===== config.mk =====
export PLATFORM = sky130hd
export DESIGN_NAME = hvac_ir_frame_transmitter_flat
export DESIGN_NICKNAME = d
export VERILOG_FILES = /design/src/hw/rtl/hvac_irtx_pkg.sv /design/src/hw/rtl/hvac_irtx_in_if.sv /design/src/hw/rtl/hvac_irtx_out_if.sv /design/src/hw/rtl/hvac_irtx_ram.sv /design/src/hw/rtl/hvac_ir_frame_transmitter.sv /design/src/flat_wrapper.sv
export SDC_FILE = /design/constraint.sdc
export NUM_CORES = 1
export LEC_CHECK = 0
export ABC_AREA = 1
export BUFFER_PORTS_ARGS = -buffer_cell sky130_fd_sc_hd__buf_4
export CAP_MARGIN = 5
export CORE_MARGIN = 2
export CORE_UTILIZATION = 50
export DETAILED_ROUTE_END_ITERATION = 12
export GPL_TIMING_DRIVEN = 0
export PLACE_DENSITY_LB_ADDON = 0.25
export SLEW_MARGIN = 40
export SYNTH_ARGS = -nofsm -noshare
export SYNTH_HDL_FRONTEND = slang
export SYNTH_SLANG_ARGS = --single-unit

===== constraint.sdc =====
create_clock -name clk_i -period 4.9 [get_ports clk_i]
set_clock_uncertainty 0.2 [all_clocks]
set_input_delay 0.98 -clock clk_i [delete_from_list [all_inputs] [get_ports clk_i]]
set_output_delay 0.98 -clock clk_i [all_outputs]
set_load 0.1 [all_outputs]

===== src/hw/rtl/hvac_irtx_pkg.sv =====
// Shared types, constants and lookup tables for the IR frame transmitter.
// No dependencies; the interfaces, the transmitter and the testbench import this package.
package hvac_irtx_pkg;

  // Item operation codes
  localparam logic OP_CMD  = 1'b0;
  localparam logic OP_TICK = 1'b1;

  // Configuration register indexes (byte address = 4 * index)
  localparam logic [2:0] REG_HDR_MARK  = 3'd0;
  localparam logic [2:0] REG_HDR_SPACE = 3'd1;
  localparam logic [2:0] REG_BIT_MARK  = 3'd2;
  localparam logic [2:0] REG_ONE_SPACE = 3'd3;
  localparam logic [2:0] REG_ZERO_SPC  = 3'd4;
  localparam logic [2:0] REG_GAP_SPACE = 3'd5;
  localparam logic [2:0] REG_MAX_SP    = 3'd6;
  localparam logic [2:0] REG_MIN_SP    = 3'd7;

  localparam int CFG_TICK_W = 15;
  localparam int BYTE_IDX_W = 5;

  localparam logic [CFG_TICK_W-1:0] RST_HDR_MARK  = 15'd3400;
  localparam logic [CFG_TICK_W-1:0] RST_HDR_SPACE = 15'd1750;
  localparam logic [CFG_TICK_W-1:0] RST_BIT_MARK  = 15'd450;
  localparam logic [CFG_TICK_W-1:0] RST_ONE_SPACE = 15'd1300;
  localparam logic [CFG_TICK_W-1:0] RST_ZERO_SPC  = 15'd420;
  localparam logic [CFG_TICK_W-1:0] RST_GAP_SPACE = 15'd17100;
  localparam logic [7:0]            RST_MAX_SP    = 8'd31;
  localparam logic [7:0]            RST_MIN_SP    = 8'd16;

  localparam logic [CFG_TICK_W-1:0] TRAILER_TICKS = 15'd440;

  localparam logic [7:0] SP_BASE       = 8'd16;
  localparam logic [7:0] POWER_ON_BYTE = 8'h20;
  localparam logic [7:0] POWER_OFF_BYTE = 8'h00;
  localparam logic [7:0] MODE_DEFAULT  = 8'h08;
  localparam logic [7:0] FAN_DEFAULT   = 8'h45;

  // Frame bytes that carry command fields
  localparam logic [BYTE_IDX_W-1:0] IDX_POWER = 5'd5;
  localparam logic [BYTE_IDX_W-1:0] IDX_MODE  = 5'd6;
  localparam logic [BYTE_IDX_W-1:0] IDX_TEMP  = 5'd7;
  localparam logic [BYTE_IDX_W-1:0] IDX_FAN   = 5'd9;

  typedef enum logic [2:0] {
    PH_IDLE,
    PH_HDR_MARK,
    PH_HDR_SPACE,
    PH_BIT_MARK,
    PH_BIT_SPACE,
    PH_TRAIL_MARK,
    PH_GAP
  } phase_e;

  typedef struct packed {
    logic       operation;
    logic       power_on;
    logic [2:0] hvac_mode;
    logic [7:0] setpoint;
    logic [2:0] fan_mode;
    logic [2:0] vane_mode;
  } in_item_t;

  typedef struct packed {
    logic ir_mark;
    logic busy_res;
    logic frame_done;
  } out_item_t;

  // Fixed frame template; entries past byte 17 are zero
  function automatic logic [7:0] tmpl_byte(input logic [BYTE_IDX_W-1:0] idx);
    logic [7:0] b;
    case (idx)
      5'd0:    b = 8'h23;
      5'd1:    b = 8'hCB;
      5'd2:    b = 8'h26;
      5'd3:    b = 8'h01;
      5'd5:    b = 8'h20;
      5'd6:    b = 8'h08;
      5'd7:    b = 8'h06;
      5'd8:    b = 8'h30;
      5'd9:    b = 8'h45;
      5'd10:   b = 8'h67;
      5'd17:   b = 8'h1F;
      default: b = 8'h00;
    endcase
    return b;
  endfunction

  function automatic logic [7:0] mode_byte(input logic [2:0] mode);
    logic [7:0] b;
    case (mode)
      3'd0:    b = 8'h08;
      3'd1:    b = 8'h18;
      3'd2:    b = 8'h10;
      3'd3:    b = 8'h00;
      3'd4:    b = 8'h20;
      default: b = MODE_DEFAULT;
    endcase
    return b;
  endfunction

  function automatic logic [7:0] fan_vane_byte(input logic [2:0] fan, input logic [2:0] vane);
    logic [7:0] f;
    logic [7:0] v;
    case (fan)
      3'd0:    f = 8'h01;
      3'd1:    f = 8'h02;
      3'd2:    f = 8'h03;
      3'd3:    f = 8'h04;
      3'd4:    f = 8'h04;
      3'd5:    f = 8'h80;
      3'd6:    f = 8'h05;
      default: f = FAN_DEFAULT;
    endcase
    case (vane)
      3'd0:    v = 8'h40;
      3'd1:    v = 8'h48;
      3'd2:    v = 8'h50;
      3'd3:    v = 8'h58;
      3'd4:    v = 8'h60;
      3'd5:    v = 8'h68;
      3'd6:    v = 8'h78;
      default: v = 8'h00;
    endcase
    return f | v;
  endfunction

endpackage


===== src/hw/rtl/hvac_irtx_in_if.sv =====
// Input item channel: valid/ready handshake carrying one command or tick item.
// Depends on hvac_irtx_pkg for the payload type.
interface hvac_irtx_in_if import hvac_irtx_pkg::*; ();
  logic     valid;
  logic     ready;
  in_item_t data;

  modport source (output valid, output data, input ready);
  modport sink   (input valid, input data, output ready);
endinterface


===== src/hw/rtl/hvac_irtx_out_if.sv =====
// Result item channel: valid/ready handshake carrying one envelope sample.
// Depends on hvac_irtx_pkg for the payload type.
interface hvac_irtx_out_if import hvac_irtx_pkg::*; ();
  logic      valid;
  logic      ready;
  out_item_t data;

  modport source (output valid, output data, input ready);
  modport sink   (input valid, input data, output ready);
endinterface


===== src/hw/rtl/hvac_irtx_ram.sv =====
// Generic simple dual-port RAM: one write port, one read port, registered read.
// No dependencies.
module hvac_irtx_ram #(
  parameter int WIDTH = 8,
  parameter int DEPTH = 18
) (
  input  logic                                   clk_i,
  input  logic                                   we_i,
  input  logic [(DEPTH > 1 ? $clog2(DEPTH) : 1)-1:0] waddr_i,
  input  logic [WIDTH-1:0]                       wdata_i,
  input  logic [(DEPTH > 1 ? $clog2(DEPTH) : 1)-1:0] raddr_i,
  output logic [WIDTH-1:0]                       rdata_o
);

  logic [WIDTH-1:0] mem_q [DEPTH];
  logic [WIDTH-1:0] rdata_q;

  always_ff @(posedge clk_i) begin
    if (we_i) begin
      mem_q[waddr_i] <= wdata_i;
    end
    rdata_q <= mem_q[raddr_i];
  end

  assign rdata_o = rdata_q;

endmodule


===== src/hw/rtl/hvac_ir_frame_transmitter.sv =====
// Air-conditioner IR frame transmitter. A command item taken while idle loads a
// FRAME_BYTES-byte frame (template, power, mode, clamped setpoint, fan/vane bits
// and a trailing 8-bit checksum) into the frame memory, one byte per clock through
// its write port, and the input stalls until that load is done. Otherwise one
// item is taken every clock while the skid is empty: each tick item steps the mark
// envelope through header, LSB-first data bits, trailer and gap, SEND_COUNT times,
// and every item yields one result, held in an output register with a one-entry
// skid so one more item is taken while a result waits. Commands while busy are
// ignored. Segment lengths and setpoint limits sit in APB registers at 4*index.
module hvac_ir_frame_transmitter import hvac_irtx_pkg::*; #(
  parameter int FRAME_BYTES = 18,
  parameter int SEND_COUNT  = 2,
  parameter int TICK_WIDTH  = 15
) (
  input  logic                   clk_i,
  input  logic                   rst_ni,
  hvac_irtx_in_if.sink           in_i,
  hvac_irtx_out_if.source        res_o,
  input  logic                   psel,
  input  logic                   penable,
  input  logic                   pwrite,
  input  logic [4:0]             paddr,
  input  logic [31:0]            pwdata,
  output logic [31:0]            prdata,
  output logic                   pready
);

  localparam int AW         = $clog2(FRAME_BYTES);
  localparam int BPW        = AW + 3;
  localparam int TOTAL_BITS = FRAME_BYTES * 8;
  localparam int SCW        = SEND_COUNT > 1 ? $clog2(SEND_COUNT) : 1;
  localparam int LW         = TICK_WIDTH > CFG_TICK_W ? TICK_WIDTH : CFG_TICK_W;
  localparam logic [AW-1:0]  LAST_BYTE = AW'(FRAME_BYTES - 1);
  localparam logic [BPW-1:0] LAST_BIT  = BPW'(TOTAL_BITS - 1);
  localparam logic [SCW-1:0] LAST_SEND = SCW'(SEND_COUNT - 1);

  // ---------------- configuration registers ----------------
  logic [CFG_TICK_W-1:0] hdr_mark_q, hdr_space_q, bit_mark_q;
  logic [CFG_TICK_W-1:0] one_space_q, zero_space_q, gap_space_q;
  logic [7:0]            max_sp_q, min_sp_q;
  logic                  cfg_wr;
  logic [2:0]            cfg_idx;

  assign pready  = 1'b1;
  assign cfg_wr  = psel && penable && pwrite;
  assign cfg_idx = paddr[4:2];

  always_ff @(posedge clk_i or negedge rst_ni) begin
    if (!rst_ni) begin
      hdr_mark_q   <= RST_HDR_MARK;
      hdr_space_q  <= RST_HDR_SPACE;
      bit_mark_q   <= RST_BIT_MARK;
      one_space_q  <= RST_ONE_SPACE;
      zero_space_q <= RST_ZERO_SPC;
      gap_space_q  <= RST_GAP_SPACE;
      max_sp_q     <= RST_MAX_SP;
      min_sp_q     <= RST_MIN_SP;
    end else if (cfg_wr) begin
      case (cfg_idx)
        REG_HDR_MARK:  hdr_mark_q   <= pwdata[CFG_TICK_W-1:0];
        REG_HDR_SPACE: hdr_space_q  <= pwdata[CFG_TICK_W-1:0];
        REG_BIT_MARK:  bit_mark_q   <= pwdata[CFG_TICK_W-1:0];
        REG_ONE_SPACE: one_space_q  <= pwdata[CFG_TICK_W-1:0];
        REG_ZERO_SPC:  zero_space_q <= pwdata[CFG_TICK_W-1:0];
        REG_GAP_SPACE: gap_space_q  <= pwdata[CFG_TICK_W-1:0];
        REG_MAX_SP:    max_sp_q     <= pwdata[7:0];
        REG_MIN_SP:    min_sp_q     <= pwdata[7:0];
        default: ;
      endcase
    end
  end

  always_comb begin
    case (cfg_idx)
      REG_HDR_MARK:  prdata = 32'(hdr_mark_q);
      REG_HDR_SPACE: prdata = 32'(hdr_space_q);
      REG_BIT_MARK:  prdata = 32'(bit_mark_q);
      REG_ONE_SPACE: prdata = 32'(one_space_q);
      REG_ZERO_SPC:  prdata = 32'(zero_space_q);
      REG_GAP_SPACE: prdata = 32'(gap_space_q);
      REG_MAX_SP:    prdata = 32'(max_sp_q);
      REG_MIN_SP:    prdata = 32'(min_sp_q);
      default:       prdata = '0;
    endcase
  end

  // ---------------- sequencer state ----------------
  phase_e           phase_q, phase_d;
  logic [TICK_WIDTH-1:0] tick_q, tick_d;
  logic [BPW-1:0]   bit_q, bit_d;
  logic [SCW-1:0]   send_q, send_d;
  logic             fill_q, fill_d;
  logic [AW-1:0]    fill_idx_q, fill_idx_d;
  logic [7:0]       sum_q, sum_d;
  logic             load;

  // command-derived frame bytes
  logic [7:0] b_power_q, b_mode_q, b_temp_q, b_fan_q;
  logic [7:0] sp_clamped;

  in_item_t in_data;
  logic     in_ready;
  logic     in_acc;
  logic     skid_valid_q;

  assign in_data   = in_i.data;
  assign in_ready  = !fill_q && !skid_valid_q;
  assign in_i.ready = in_ready;
  assign in_acc    = in_i.valid && in_ready;

  // ---------------- frame memory ----------------
  logic [BYTE_IDX_W-1:0] fill_idx_w;
  logic [7:0]            fill_byte;
  logic [7:0]            ram_rdata;
  logic                  bit_val;

  assign fill_idx_w = BYTE_IDX_W'(fill_idx_q);

  always_comb begin
    if (fill_idx_q == LAST_BYTE) begin
      fill_byte = sum_q;
    end else if (fill_idx_w == IDX_POWER) begin
      fill_byte = b_power_q;
    end else if (fill_idx_w == IDX_MODE) begin
      fill_byte = b_mode_q;
    end else if (fill_idx_w == IDX_TEMP) begin
      fill_byte = b_temp_q;
    end else if (fill_idx_w == IDX_FAN) begin
      fill_byte = b_fan_q;
    end else begin
      fill_byte = tmpl_byte(fill_idx_w);
    end
  end

  // Read address follows the current bit; a bit mark of at least one tick
  // always separates an address change from the space that uses the data.
  hvac_irtx_ram #(
    .WIDTH (8),
    .DEPTH (FRAME_BYTES)
  ) u_frame_ram (
    .clk_i   (clk_i),
    .we_i    (fill_q),
    .waddr_i (fill_idx_q),
    .wdata_i (fill_byte),
    .raddr_i (bit_q[BPW-1:3]),
    .rdata_o (ram_rdata)
  );

  assign bit_val = ram_rdata[bit_q[2:0]];

  // ---------------- segment timing ----------------
  logic [CFG_TICK_W-1:0] seg_raw;
  logic [LW-1:0]         seg_wide;
  logic [TICK_WIDTH-1:0] seg_len;
  logic [TICK_WIDTH:0]   tick_inc;
  logic                  seg_end;

  always_comb begin
    case (phase_q)
      PH_HDR_MARK:   seg_raw = hdr_mark_q;
      PH_HDR_SPACE:  seg_raw = hdr_space_q;
      PH_BIT_MARK:   seg_raw = bit_mark_q;
      PH_BIT_SPACE:  seg_raw = bit_val ? one_space_q : zero_space_q;
      PH_TRAIL_MARK: seg_raw = TRAILER_TICKS;
      default:       seg_raw = gap_space_q;
    endcase
  end

  assign seg_wide = LW'(seg_raw);
  assign seg_len  = seg_wide[TICK_WIDTH-1:0];
  assign tick_inc = {1'b0, tick_q} + 1'b1;
  // zero-length segments still last one tick
  assign seg_end  = tick_inc >= {1'b0, seg_len};

  // ---------------- next state ----------------
  always_comb begin
    phase_d    = phase_q;
    tick_d     = tick_q;
    bit_d      = bit_q;
    send_d     = send_q;
    fill_d     = fill_q;
    fill_idx_d = fill_idx_q;
    sum_d      = sum_q;
    load       = 1'b0;

    if (fill_q) begin
      sum_d      = sum_q + fill_byte;
      fill_idx_d = fill_idx_q + 1'b1;
      if (fill_idx_q == LAST_BYTE) begin
        fill_d     = 1'b0;
        fill_idx_d = '0;
      end
    end

    if (in_acc) begin
      if (in_data.operation == OP_CMD) begin
        if (phase_q == PH_IDLE) begin
          load       = 1'b1;
          phase_d    = PH_HDR_MARK;
          tick_d     = '0;
          bit_d      = '0;
          send_d     = '0;
          fill_d     = 1'b1;
          fill_idx_d = '0;
          sum_d      = '0;
        end
      end else if (phase_q != PH_IDLE) begin
        if (seg_end) begin
          tick_d = '0;
          case (phase_q)
            PH_HDR_MARK:  phase_d = PH_HDR_SPACE;
            PH_HDR_SPACE: begin
              phase_d = PH_BIT_MARK;
              bit_d   = '0;
            end
            PH_BIT_MARK:  phase_d = PH_BIT_SPACE;
            PH_BIT_SPACE: begin
              if (bit_q != LAST_BIT) begin
                bit_d   = bit_q + 1'b1;
                phase_d = PH_BIT_MARK;
              end else begin
                phase_d = PH_TRAIL_MARK;
              end
            end
            PH_TRAIL_MARK: phase_d = PH_GAP;
            default: begin
              if (send_q != LAST_SEND) begin
                send_d  = send_q + 1'b1;
                phase_d = PH_HDR_MARK;
              end else begin
                phase_d = PH_IDLE;
                send_d  = '0;
                bit_d   = '0;
              end
            end
          endcase
        end else begin
          tick_d = tick_inc[TICK_WIDTH-1:0];
        end
      end
    end
  end

  always_ff @(posedge clk_i or negedge rst_ni) begin
    if (!rst_ni) begin
      phase_q    <= PH_IDLE;
      tick_q     <= '0;
      bit_q      <= '0;
      send_q     <= '0;
      fill_q     <= 1'b0;
      fill_idx_q <= '0;
      sum_q      <= '0;
    end else begin
      phase_q    <= phase_d;
      tick_q     <= tick_d;
      bit_q      <= bit_d;
      send_q     <= send_d;
      fill_q     <= fill_d;
      fill_idx_q <= fill_idx_d;
      sum_q      <= sum_d;
    end
  end

  // setpoint clamp: upper limit wins when the limits cross, unless the setpoint is at or below it
  always_comb begin
    if (in_data.setpoint > max_sp_q) begin
      sp_clamped = max_sp_q;
    end else if (in_data.setpoint < min_sp_q) begin
      sp_clamped = min_sp_q;
    end else begin
      sp_clamped = in_data.setpoint;
    end
  end

  always_ff @(posedge clk_i) begin
    if (load) begin
      b_power_q <= in_data.power_on ? POWER_ON_BYTE : POWER_OFF_BYTE;
      b_mode_q  <= mode_byte(in_data.hvac_mode);
      b_temp_q  <= sp_clamped - SP_BASE;
      b_fan_q   <= fan_vane_byte(in_data.fan_mode, in_data.vane_mode);
    end
  end

  // ---------------- result and output stage ----------------
  out_item_t res_d;

  always_comb begin
    res_d = '0;
    if (in_data.operation == OP_CMD) begin
      res_d.busy_res = 1'b1;
    end else if (phase_q != PH_IDLE) begin
      res_d.busy_res   = 1'b1;
      res_d.ir_mark    = (phase_q == PH_HDR_MARK) || (phase_q == PH_BIT_MARK) ||
                         (phase_q == PH_TRAIL_MARK);
      res_d.frame_done = seg_end && (phase_q == PH_GAP) && (send_q == LAST_SEND);
    end
  end

  logic      out_valid_q, out_valid_d, skid_valid_d;
  out_item_t out_q, skid_q;
  logic      out_take, out_load, skid_load, skid_move;

  assign out_take = out_valid_q && res_o.ready;

  always_comb begin
    out_valid_d  = out_valid_q;
    skid_valid_d = skid_valid_q;
    out_load     = 1'b0;
    skid_load    = 1'b0;
    skid_move    = 1'b0;
    if (in_acc) begin
      // skid is empty whenever an item is taken
      if (!out_valid_q || res_o.ready) begin
        out_load    = 1'b1;
        out_valid_d = 1'b1;
      end else begin
        skid_load    = 1'b1;
        skid_valid_d = 1'b1;
      end
    end else if (out_take) begin
      if (skid_valid_q) begin
        skid_move    = 1'b1;
        skid_valid_d = 1'b0;
      end else begin
        out_valid_d = 1'b0;
      end
    end
  end

  always_ff @(posedge clk_i or negedge rst_ni) begin
    if (!rst_ni) begin
      out_valid_q  <= 1'b0;
      skid_valid_q <= 1'b0;
    end else begin
      out_valid_q  <= out_valid_d;
      skid_valid_q <= skid_valid_d;
    end
  end

  always_ff @(posedge clk_i) begin
    if (out_load) begin
      out_q <= res_d;
    end else if (skid_move) begin
      out_q <= skid_q;
    end
    if (skid_load) begin
      skid_q <= res_d;
    end
  end

  assign res_o.valid = out_valid_q;
  assign res_o.data  = out_q;

  // ---------------- assertions ----------------
  a_cmd_starts_fill: assert property (@(posedge clk_i) disable iff (!rst_ni)
    load |=> fill_q && (phase_q == PH_HDR_MARK) && (fill_idx_q == '0))
    else $error("command taken while idle did not start the frame load");

  a_skid_behind_out: assert property (@(posedge clk_i) disable iff (!rst_ni)
    skid_valid_q |-> out_valid_q)
    else $error("skid entry held with empty output register");

  a_idle_clean: assert property (@(posedge clk_i) disable iff (!rst_ni)
    (phase_q == PH_IDLE) |-> (send_q == '0) && (bit_q == '0) && !fill_q)
    else $error("sequencer counters not cleared while idle");

  a_done_ends_send: assert property (@(posedge clk_i) disable iff (!rst_ni)
    (in_acc && res_d.frame_done) |=> (phase_q == PH_IDLE))
    else $error("frame done flagged without returning to idle");

endmodule


===== src/flat_wrapper.sv =====
// flat-port wrapper written by rule: the top's interface ports become plain ports
module hvac_ir_frame_transmitter_flat import hvac_irtx_pkg::*;
#(
  parameter int FRAME_BYTES = 18,
  parameter int SEND_COUNT  = 2,
  parameter int TICK_WIDTH  = 15
)
  (clk_i, rst_ni, psel, penable, pwrite, paddr, pwdata, prdata, pready, in_i_valid, in_i_data, in_i_ready, res_o_valid, res_o_data, res_o_ready);
  hvac_irtx_in_if in_i_i ();
  hvac_irtx_out_if res_o_i ();
  input  logic clk_i;
  input  logic rst_ni;
  input  logic psel;
  input  logic penable;
  input  logic pwrite;
  input  logic [4:0] paddr;
  input  logic [31:0] pwdata;
  output logic [31:0] prdata;
  output logic pready;
  input wire logic [$bits(in_i_i.valid)-1:0] in_i_valid;
  input wire logic [$bits(in_i_i.data)-1:0] in_i_data;
  output wire logic [$bits(in_i_i.ready)-1:0] in_i_ready;
  output wire logic [$bits(res_o_i.valid)-1:0] res_o_valid;
  output wire logic [$bits(res_o_i.data)-1:0] res_o_data;
  input wire logic [$bits(res_o_i.ready)-1:0] res_o_ready;
  assign in_i_i.valid = in_i_valid;
  assign in_i_i.data = in_i_data;
  assign in_i_ready = in_i_i.ready;
  assign res_o_valid = res_o_i.valid;
  assign res_o_data = res_o_i.data;
  assign res_o_i.ready = res_o_ready;
  hvac_ir_frame_transmitter #(.FRAME_BYTES(FRAME_BYTES), .SEND_COUNT(SEND_COUNT), .TICK_WIDTH(TICK_WIDTH)) u_core (.clk_i(clk_i), .rst_ni(rst_ni), .in_i(in_i_i), .res_o(res_o_i), .psel(psel), .penable(penable), .pwrite(pwrite), .paddr(paddr), .pwdata(pwdata), .prdata(prdata), .pready(pready));
endmodule

## Word-level counts from Yosys, hierarchy flattened

Memories as Yosys holds them, arrays and structs flattened. A register that Yosys moved wholly into a read port is not among the register bits.
Cells that the tools add are included.

- Memory bits (read-only): 256
- Bits in registers: 187
- Memory bits (writable): 144
- Memories: 2

Memory list:

| memory | words | bits a word | rd ports | clocked after Yosys merged registers in | wr ports | line | RTL |
|---|---|---|---|---|---|---|---|
| (no name shown) | 32 | 8 | 1 | 0 | 0 | hvac_irtx_pkg.sv:73 | `case (idx)` |
| u_core.u_frame_ram.mem_q | 18 | 8 | 1 | 1 | 1 | hvac_irtx_ram.sv:15 | `logic [WIDTH-1:0] mem_q [DEPTH];` |

- Magnitude comparators: 4
- Bitwise gates (word level): 1
- Equality and inequality tests: 44
- Multiplexer cells: 81
- Reductions and logical operators: 38
- Add/subtract/negate cells: 6

Operators by type and width:

| cell | number |
|---|---|
| 32-bit case mux with 8 select lines | 1 |
| 8-bit 2-to-1 mux | 19 |
| 15-bit 2-to-1 mux | 5 |
| 15-bit case mux with 5 select lines | 1 |
| 7-bit case mux with 7 select lines | 1 |
| 8-bit case mux with 6 select lines | 1 |
| 3-bit == test (second input constant) | 14 |
| 1-bit 2-to-1 mux | 35 |
| 3-bit by 2-bit == test with 1-bit output (second input constant) | 10 |
| 5-bit 2-to-1 mux | 5 |
| 3-bit 2-to-1 mux | 8 |
| 6-bit case mux with 4 select lines | 1 |
| 8-bit case mux with 3 select lines | 1 |
| 2-bit AND reduction | 9 |
| 15-bit by 1-bit adder with 16-bit output (second input constant) | 1 |
| 16-bit by 15-bit >= comparator with 1-bit output | 1 |
| 3-bit by 1-bit == test with 1-bit output (second input constant) | 5 |
| 5-bit by 3-bit == test with 1-bit output (second input constant) | 3 |
| 3-bit case mux with 5 select lines | 1 |
| 3-bit zero test | 4 |
| 8-bit by 1-bit adder with 8-bit output (second input constant) | 1 |
| 8-bit adder | 1 |
| 8-bit greater-than comparator | 1 |
| 8-bit < comparator | 1 |
| other kinds (26) | 44 |

## Longest topological paths before layout

Gate-level depths: netlist of the first run.

- Word-level depth: 11
- Gate-level depth with buffers: 25
- Gate-level depth less buffers: 25

## Cells and area by module

Synthesis of the first run repeated with hierarchy kept, for this count alone.

- Cell total of the unflattened synthesis: 1,957
- Area total of the unflattened synthesis: 17,045.1 um^2

Modules (own cells, without submodules):

| module | cells an instance | area each (um^2) | instances |
|---|---|---|---|
| hvac_ir_frame_transmitter | 1,341 | 10,568.9 | 1 |
| hvac_irtx_ram | 616 | 6,476.2 | 1 |

## Least setup slack after synthesis of the first run

No wires, ideal clock.

- Kind: in2out
- Start: in paddr[3]
- End: out prdata[7]
- Stages on the path: 4
- Slack: 0.652 ns
- Arrival time: 3.068 ns
- Data required time: 3.720 ns
- Path buffers: 1
- Cell sequence: buf_2 -> nor3_1 -> inv_1 -> o2111ai_1

- Word-level cells in the longest chain between the ends: 2

Ends and longest elaborated chain:

| element | line | RTL |
|---|---|---|
| start: declaration | flat_wrapper.sv:16 | `input logic [4:0] paddr;` |
| 3-bit == test (tied with other cells) | hvac_ir_frame_transmitter.sv:74 | `case (cfg_idx)` |
| 32-bit case mux with 8 select lines (*) | hvac_ir_frame_transmitter.sv:74 |  |
| end: declaration | flat_wrapper.sv:18 | `output logic [31:0] prdata;` |

Mark *: on every way between the ends. The rest lies on a longest branch, timed or not. The select of a mux whose other input is x is not followed.

## Final worst setup path of the first run

- Start: in paddr[2]
- End: out prdata[6]

Same word-level chain as after synthesis.

==> results of run 1 <==
-- metal layers --
| layer | global-route usage (%) | vias to the layer above | wire length [um] |
|---|---|---|---|
| li1 | - | 6304 | - |
| met1 | 37.4 | 6488 | 19300 |
| met2 | 43.6 | 645 | 21100 |
| met3 | 3.64 | 102 | 3630 |
| met4 | 7.94 | 0 | 1260 |
| met5 | 0 | - | 0 |
-- state kept, by name, indices dropped and copies added (netlist names), 8 cells and up --
signal and count:
u_core.u_frame_ram.mem_q 144, u_core.bit_mark_q 15, u_core.gap_space_q 15, u_core.hdr_mark_q 15, u_core.hdr_space_q 15, u_core.one_space_q 15, u_core.tick_q 15, u_core.zero_space_q 15
u_core.b_fan_q 8, u_core.b_temp_q 8, u_core.bit_q 8, u_core.max_sp_q 8, u_core.min_sp_q 8, u_core.sum_q 8, u_core.u_frame_ram.rdata_o 8
-- layout by cell type, fill, tap and decap left out, drive strengths merged, types with 3 or more instances in the layout --
master,netlist,final
a211oi,7,7
a21oi,71,71
a221oi,19,19
a22o,3,3
a22oi,5,5
a31oi,4,4
buf,46,113
bufinv,0,4
clkbuf,41,86
clkinv,3,18
conb,2,18
dfrtp,113,113
dfstp,36,36
dfxtp,8,8
edfxtp,170,170
ha,50,50
inv,175,177
nand2,328,328
nand3,78,78
nand4,15,15
nor2,198,198
nor3,11,11
o2111ai,12,12
o211ai,21,21
o21a,3,3
o21ai,266,266
o221ai,10,10
o22ai,42,42
xor2,13,13
-- kinds of logic (layout without fill, tap and decap cells) --
| group | count (synthesis) | after routing | synth area share, % |
|---|---|---|---|
| fa+ha+maj | 51 | 51 | 3.95 |
| flops | 327 | 327 | 55.3 |
| buf+inv | 265 | 398 | 6.81 |
| other cells | 2 | 18 | 0.0459 |
| xor+xnor | 15 | 15 | 0.803 |
| compound gates | 467 | 467 | 16.4 |
| simple gates | 636 | 636 | 16.7 |
-- metrics by stage --
step,area (um^2),hold slack [ns],instances,utilization (%),power [mW]
after detailed placement,17600,0.276,2288,54.4,7.91
after global routing,18900,0.0378,2354,58.3,11.3
final,18900,0.0418,2354,58.3,10.7
after floorplan,16400,0.253,1779,-,6.64
after CTS,18800,0.0320,2354,58.2,10.7
after global placement,17400,0.269,2282,53.8,7.69
-- layout make-up --
type	count	area [um^2]	share of cell area [%]
Inverter	178	671	3.56
Tap cell	442	553	2.93
Clock buffer	45	995	5.27
Multi-Input combinational cell	1187	6340	33.6
Timing Repair Buffer	67	582	3.09
Clock inverter	21	233	1.23
Buffer	87	443	2.35
Sequential cell	327	9040	47.9
-- how the worst max path moves through the flow --
stage | cells past startpoint | slack (ns) | end
global route | 16 | 0.47 | u_core.bit_q[5]$_DFFE_PN0P_
CTS | 8 | 0.74 | prdata[6]
detailed placement | 8 | 0.75 | prdata[6]
finish | 8 | 0.68 | prdata[6]
floorplan | 4 | 0.65 | prdata[7]
global placement | 18 | 0.05 | u_core.sum_q[6]$_DFF_PN0_
-- power by group --
| part | switching [mW] | internal [mW] | leakage, nW |
|---|---|---|---|
| Clock | 1.13 | 1.67 | 0.618 |
| Combinational | 2.68 | 1.08 | 3.87 |
| Sequential | 0.308 | 3.86 | 3.43 |
==> run metrics, run 1 <==
status finished clean; total of max-cap violations 0; Final Max Slew Viols 0; most common cell in the netlist nand2_1; largest net degree at the start of global routing 74; Clock Tree Root clkbuf_16; DR WL/cell 19.2 um; GP Congestion 0.957; register area share after synthesis 55.3%; worst r2r path cells 16; FP Rows 66; dpl ws 0.746 ns; top_reg_cell synth edfxtp_1; unique cell type count in the Yosys netlist 52; CTS sink cnt 327; reg2reg setup slack 0.75 ns; Pwr Density 568 nW/um^2; die height 185 um; top cells by count, synth nand2_1 (319), o21ai_0 (220), nor2_1 (183), edfxtp_1 (170), inv_1 (153); most used cell, CP buf_4; cell family with most CP delay buffers and inverters; global-route wire length before repair 70600 um; Critical Path End Type primary output; post_cts resized 0; hold crit path type input port to async pin; area share of the largest cell type after synthesis 31.2%; slowest CP cell clkbuf_1; I/O Buffers 61; RR Startpoint u_core.phase_q[1]$_DFFE_PN0P_; TritonCTS Buffers 36; Avg Cell Area, Syn 9.28 um^2; final WL 45300 um; via count 13500; leak pwr 7.92 nW; # IOs 101; GRT overflow 0; r2r endpoint u_core.bit_q[5]$_DFFE_PN0P_; layout cells sized above 1 14.9%; Post-synth EDFFs 170; Critical Path Source paddr[2]; top cells by area, synth edfxtp_1 (31%), dfrtp_1 (17%), nand2_1 (7.3%); Core ar. 32400 um^2; Cell Area, Synth 16400 um^2; chip width 185 um; Final nets 1998; Pre-Repair DR Iteration Count 6; die area 34200 um^2; H-tree depth 2; cell accounting for the most synthesized area edfxtp_1; cells along the critical path buf_4 > nor2_1 > nand2_1 > inv_1 > clkbuf_1 > a221oi_1 > o211ai_1 > buf_4; Worst-Margin Slew 0.788 ns; Vias/cell 5.75; postcts setup bufs 0; 1st-iter DRT viols 1426; critical path class input port to primary output; # hold bufs at CTS 0; count of final setup violators 0; cell count after synthesis 1763; Initial Util 50.5%; element type at the critical path start input port; Buf+Inv Stages, Crit Path 4; crit path time final 4.22 ns; CP Data Arrival Time 3.04 ns; CTS tree done; CTS max path bufs 3; DP Wirelength 31500 um; worst vdd ir 0.393 mV; final setup TNS 0 ns; area grow syn2layout 15.3%; Ys Warns 0; CP max stage delay 0.61 ns; clk_lat worst skew 0.53 ns; Total GRT Usage 26.7%; Relative slew margins 47.3%; Worst EP required 3.72 ns; DRT antenna net count 0; vias in the first global route 12800; worst-path maximum fanout 10; RSZ-0062 raised after global routing no; number of hold violations in the final report 0; period utilization 86.2%; Diodes inserted 0; Synth Register Bits 327; Async SR Flop Fraction 45.6%; worst setup margin 0.676 ns; Max Clock Freq 237 MHz; # fillers 2793; initial antenna violation count 0; Clock Pin Slew Worst Setup and Hold Paths 0.06 ns; DRC viols 0
Note: power is estimated with default switching activity, not from simulation.
==> inputs of run 2 (changes only) <==
--- a/config.mk
+++ b/config.mk
@@ -5,7 +5,7 @@
 export SDC_FILE = /design/constraint.sdc
 export NUM_CORES = 1
 export LEC_CHECK = 0
-export ABC_AREA = 1
+export ABC_AREA = 0
 export BUFFER_PORTS_ARGS = -buffer_cell sky130_fd_sc_hd__buf_4
 export CAP_MARGIN = 5
 export CORE_MARGIN = 2
==> run 2 against run 1 <==
  * Synthesized cell count shrank 22%
  * Sequential power shrank 1%
  * Sequential share of layout area shrank 1.1 points
  * Setup slack lost 0.52 ns
  * Non-clock buffer count grew 2
  * Die area grew 2.6%
  * Clock power is essentially flat
  * Register-to-register slack lost 0.60 ns
  * Final cell count shrank 16%
  * Worst hold slack gained 0.096 ns
  * Wire length shrank 7.1%
==> run metrics, run 2 <==
DRT antenna net count 0; slowest CP cell clkbuf_1; FP Rows 67; Avg Cell Area, Syn 12.2 um^2; # hold bufs at CTS 0; max FFs per register 144; critical path class flop to flop; clk_lat worst skew 0.54 ns; global-route wire length before repair 65900 um; Pre-Repair DR Iteration Count 5; worst vdd ir 0.383 mV; Relative slew margins 38.6%; number of hold violations in the final report 0; Largest Register u_core.u_frame_ram.mem_q; worst setup margin 0.154 ns; cell family with most CP delay buffers and inverters; RSZ-0062 raised after global routing no; die height 187 um; via count 11600; top cells by area, synth edfxtp_1 (30%), dfrtp_1 (17%), mux4_2 (7.1%); top cells by count, synth edfxtp_1 (170), nor2_1 (125), nand2_1 (114), dfrtp_1 (113), mux2_2 (80); final setup TNS 0 ns; Async SR Flop Fraction 45.6%; GRT overflow 0; Cell Area, Synth 16800 um^2; GP Congestion 0.907; total of max-cap violations 0; Vias/cell 5.89; DR WL/cell 21.3 um; layout cells sized above 1 25.0%; chip width 187 um; most common cell in the netlist edfxtp_1; # IOs 101; Post-synth EDFFs 170; Ys Warns 0; Hold Slack 0.138 ns; 1st-iter DRT viols 1068; Tot Pwr 11.2 mW; CTS max path bufs 3; TritonCTS Buffers 36; most used cell, CP a2111oi_4; Clock Tree Root clkbuf_16; CP Data Arrival Time 4.96 ns; CTS tree done; crit path time final 4.75 ns; commonest non-fill, non-tap cells in the layout edfxtp_1 (170), nor2_1 (119), nand2_1 (114); Max Clock Freq 211 MHz; top_reg_cell synth edfxtp_1; status finished clean; element type at the critical path start flop; stages on the worst setup path 13; hold crit path type input port to async pin; area grow syn2layout 14.8%; Initial Util 50.5%; count of final setup violators 0; cell accounting for the most synthesized area edfxtp_1; period utilization 96.9%; dpl ws -0.0701 ns; leak pwr 7.67 nW; die area 35100 um^2; # fillers 2660; initial antenna violation count 2; final WL 42100 um; vias in the first global route 11500; cell count after synthesis 1374; CP max stage delay 0.65 ns; Core ar. 33300 um^2; Synth Register Bits 327; Clock Pin Slew Worst Setup and Hold Paths 0.06 ns; Final nets 1607; CTS sink cnt 327; Final Max Slew Viols 0; largest net degree at the start of global routing 58; worst-path maximum fanout 19; register area share after synthesis 53.8%; DP Wirelength 29100 um; worst r2r path cells 13; H-tree depth 2; Worst EP required 5.11 ns; area share of the largest cell type after synthesis 30.4%; Worst-Margin Slew 0.922 ns; Final Core Density 58.0%; unique cell type count in the Yosys netlist 79; Critical Path End Type flop; Total GRT Usage 24.3%; most common cell after layout, fill and taps aside edfxtp_1; cells along the critical path buf_2 > buf_1 > clkbuf_1 > a21oi_1 > a31oi_1 > ha_1 > nand3_1 > a2111oi_4 > a21o_1 > buf_6 > nor2_4 > a2111oi_4 > mux2_1; DRC viols 0; Pwr Density 580 nW/um^2; Buf+Inv Stages, Crit Path 4; I/O Buffers 60
-- run 2: cell count changes after synthesis, sizes merged, moves of 13 or more --
cell / delta
mux2i: +56
nand3: -55
mux2: +101
nand2b: +13
o21ai: -195
o211ai: -19
o22ai: -24
nand2: -213
inv: -114
mux4: +53
xnor2: +13
nor2: -71
-- run 2: metal layers --
metal	GRT usage, %	part of all wire, %
met1	35.7	45
met2	36.6	45
met3	5.20	8.1
met4	6.84	2.1
met5	0	0.031
-- run 2: path summary, 6_finish.rpt --
path	start	end	slack, ns
setup reg to reg	u_core.phase_q[0]$_DFFE_PN0P_	u_core.send_q$_DFFE_PN0P_	0.15
min in group clk_i	u_core.tick_q[1]$_DFFE_PN0P_	u_core.tick_q[1]$_DFFE_PN0P_	0.31
hold reg to reg	u_core.tick_q[1]$_DFFE_PN0P_	u_core.tick_q[1]$_DFFE_PN0P_	0.31
hold / removal	rst_ni	u_core.sum_q[3]$_DFF_PN0_	0.14
max in group asynchronous	rst_ni	u_core.gap_space_q[9]$_DFFE_PN1P_	3.37
setup / recovery	u_core.phase_q[0]$_DFFE_PN0P_	u_core.send_q$_DFFE_PN0P_	0.15
-- run 2: cell families after synthesis --
kind of cell             after synthesis  share of synthesized area (%)
AO/OA/AOI/OAI                        266                           10.5
XOR/XNOR                              23                           1.20
multiplexers                         210                           17.3
other                                  2                         0.0447
adder cells (fa/ha/maj)               51                           3.84
buffers and inverters                152                           4.06
flip-flops                           327                           53.8
AND/OR/NAND/NOR                      343                           9.29
-- run 2: timing repair --
item | 4_1_cts | 5_1_grt
gates cloned | 0 | 0
setup buffers | 0 | 2
pin swaps | 0 | 0
gates resized for setup | 1 | 1
endpoints found under the setup margin | 8 | 12
endpoints found under the hold margin | 0 | 0
-- run 2: area by class of cell --
type / count / area [um^2] / area share, %
Sequential cell: 327 / 9040 / 46.9
Inverter: 61 / 229 / 1.19
Multi-Input combinational cell: 911 / 7220 / 37.4
Antenna cell: 1 / 2.50 / 0.0130
Buffer: 89 / 447 / 2.32
Clock inverter: 21 / 279 / 1.45
Timing Repair Buffer: 67 / 558 / 2.89
Clock buffer: 45 / 955 / 4.95
Tap cell: 448 / 561 / 2.91
-- run 2: stage by stage --
| step | cell area (um^2) | cells |
|---|---|---|
| after CTS | 19300 | 1968 |
| after global placement | 17900 | 1898 |
| after floorplan | 16900 | 1390 |
| after detailed placement | 18000 | 1903 |
| after global routing | 19300 | 1969 |
| final | 19300 | 1970 |
-- run 2: power breakdown --
| group | leakage (nW) | total [mW] | internal [mW] | switching (mW) |
|---|---|---|---|---|
| clock | 0.607 | 2.81 | 1.67 | 1.14 |
| combinational | 3.62 | 4.24 | 1.44 | 2.80 |
| sequential | 3.44 | 4.13 | 3.82 | 0.312 |
| total | 7.67 | 11.2 | 6.93 | 4.26 |
==> inputs of run 3 (changes only) <==
--- a/config.mk
+++ b/config.mk
@@ -13,6 +13,7 @@
 export DETAILED_ROUTE_END_ITERATION = 12
 export GPL_TIMING_DRIVEN = 0
 export PLACE_DENSITY_LB_ADDON = 0.25
+export SETUP_SLACK_MARGIN = 0.4
 export SLEW_MARGIN = 40
 export SYNTH_ARGS = -nofsm -noshare
 export SYNTH_HDL_FRONTEND = slang
==> run 3 against run 2 <==
  * Final cell count barely moved
  * Register-to-register slack improved by 0.36 ns
  * Wire length rose by 0.92%
  * Combinational power rose by 2%
  * Sequential cell count did not move
  * Via count rose by 0.59%
  * Clock-buffer cell count rose by 2
  * Largest power group unchanged
  * Highest routed layer is now met4
==> run metrics, run 3 (synthesis gave the netlist of run 2 again) <==
Cell Count, Final, Fillers Out 1969; 1st-iter DRT viols 1222; Pwr Density 570 nW/um^2; CP max stage delay 0.72 ns; GP Congestion 0.919; RR Startpoint u_core.phase_q[1]$_DFFE_PN0P_; via count 11700; worst vdd ir 0.352 mV; Vias/cell 5.93; period utilization 90.1%; final WL 42400 um; H-tree depth 2; DP Wirelength 29100 um; Buf+Inv Stages, Crit Path 4; crit path time final 4.42 ns; I/O Buffers 60; count of final setup violators 0; register share of total power 37.7%; RSZ-0062 raised after global routing yes; DRT antenna net count 0; element type at the critical path start input port; Tot Pwr 11.0 mW; most used cell, CP clkbuf_1; FP Rows 67; Initial Util 50.5%; commonest non-fill, non-tap cells in the layout edfxtp_1 (170), nor2_1 (116), nand2_1 (114); largest net degree at the start of global routing 72; GR Util met2 37.7%; number of hold violations in the final report 0; Cell Int Power 6.71 mW; Hold Slack 0.0646 ns; status finished clean; cell family with most CP delay buffers and inverters; vias in the first global route 11400; total of max-cap violations 0; CTS max path bufs 3; max FFs per register 144; Core ar. 33300 um^2; Diodes inserted 0; area grow syn2layout 14.4%; Net Switching 4.25 mW; clk_lat worst skew 0.53 ns; met3 Use GR 4.73%; Worst-Margin Slew 0.874 ns; slowest CP cell clkbuf_1; Final Core Density 57.8%; # hold bufs at CTS 0; chip width 187 um; Clock Tree Root clkbuf_16; Critical Path End Type primary output; worst-path maximum fanout 10; Clock Pin Slew Worst Setup and Hold Paths 0.06 ns; die area 35100 um^2; DR WL/cell 21.6 um; CTS sink cnt 327; CTS tree done; Worst EP required 3.72 ns; Final nets 1608; # IOs 101; global-route wire length before repair 65600 um; final setup TNS 0 ns; Final Max Slew Viols 0; critical path class input port to primary output; total placed cells including tap cells 1903; combinational share of power 39.5%; gr busiest metal met2; layout cells sized above 1 25.7%; cells along the critical path buf_2 > clkbuf_1 > clkbuf_1 > a221oi_1 > nor2_1 > buf_4; Switching Share 38.8%; Clk pwr share 22.8%; Total GRT Usage 24.3%; DRC viols 0; initial antenna violation count 0; Pre-Repair DR Iteration Count 5; hold crit path type input port to async pin; most common cell after layout, fill and taps aside edfxtp_1; CP Data Arrival Time 3.24 ns; met1 Use GR 35.2%; # fillers 2714; Largest Register u_core.u_frame_ram.mem_q; Max Clock Freq 226 MHz; TritonCTS Buffers 35; leak pwr 7.61 nW; GRT overflow 0; die height 187 um; Critical Path Source paddr[2]; Relative slew margins 41.7%
==> run 3: changes by cell type in the layout (fill, tap and decap cells not counted), sizes merged, moves of 2 or more <==
cell / delta
clkbuf: +6
bufinv: -4
buf: -2
clkinvlp: +2
==> run 3: through the flow <==
stage / worst slack [ns] / cell area (um^2)
global placement: -0.523 / 17900
detailed placement: -0.215 / 18000
global route: 0.360 / 19200
floorplan: 0.449 / 16900
CTS: 0.413 / 19100
finish: 0.483 / 19200
==> run 3: power groups by stage <==
stage	clock, mW	combinational [mW]	sequential (mW)
after floorplan	0	2.89	4.14
after global placement	0	3.97	4.16
after detailed placement	0	4.15	4.17
after CTS	2.53	4.19	4.12
after global routing	2.65	4.69	4.18
final	2.50	4.33	4.13
==> run 3: timing repair <==
action,in CTS,in global routing
pin swaps,0,3
setup buffers,1,1
gates resized for setup,7,14
setup endpoints to repair,36,18
==> run 3: final timing paths <==
check                                                         end  slack (ns)  cells past startpoint
worst max-delay path                                    prdata[4]        0.48                      6
worst min-delay path                    u_core.sum_q[7]$_DFF_PN0_        0.06                      1
worst max register to register          u_core.send_q$_DFFE_PN0P_        0.51                     12
worst min register to register       u_core.tick_q[1]$_DFFE_PN0P_        0.31                      2
max in group asynchronous       u_core.hdr_space_q[9]$_DFFE_PN1P_        3.79                      2
min in group clk_i                   u_core.tick_q[1]$_DFFE_PN0P_        0.31                      2
==> run 3: cell type report <==
type	instances	area, um^2	area share, %
Clock buffer	47	921	4.79
Tap cell	448	561	2.92
Sequential cell	327	9040	47.0
Buffer	91	470	2.45
Clock inverter	17	146	0.761
Multi-Input combinational cell	911	7300	38.0
Inverter	61	229	1.19
Timing Repair Buffer	67	558	2.90
==> run 3: metal layers <==
layer / part of all wire [%] / routed length [um]
met1: 45 / 19000
met2: 45 / 19200
met3: 7.7 / 3290
met4: 2.2 / 948
met5: 0 / 0
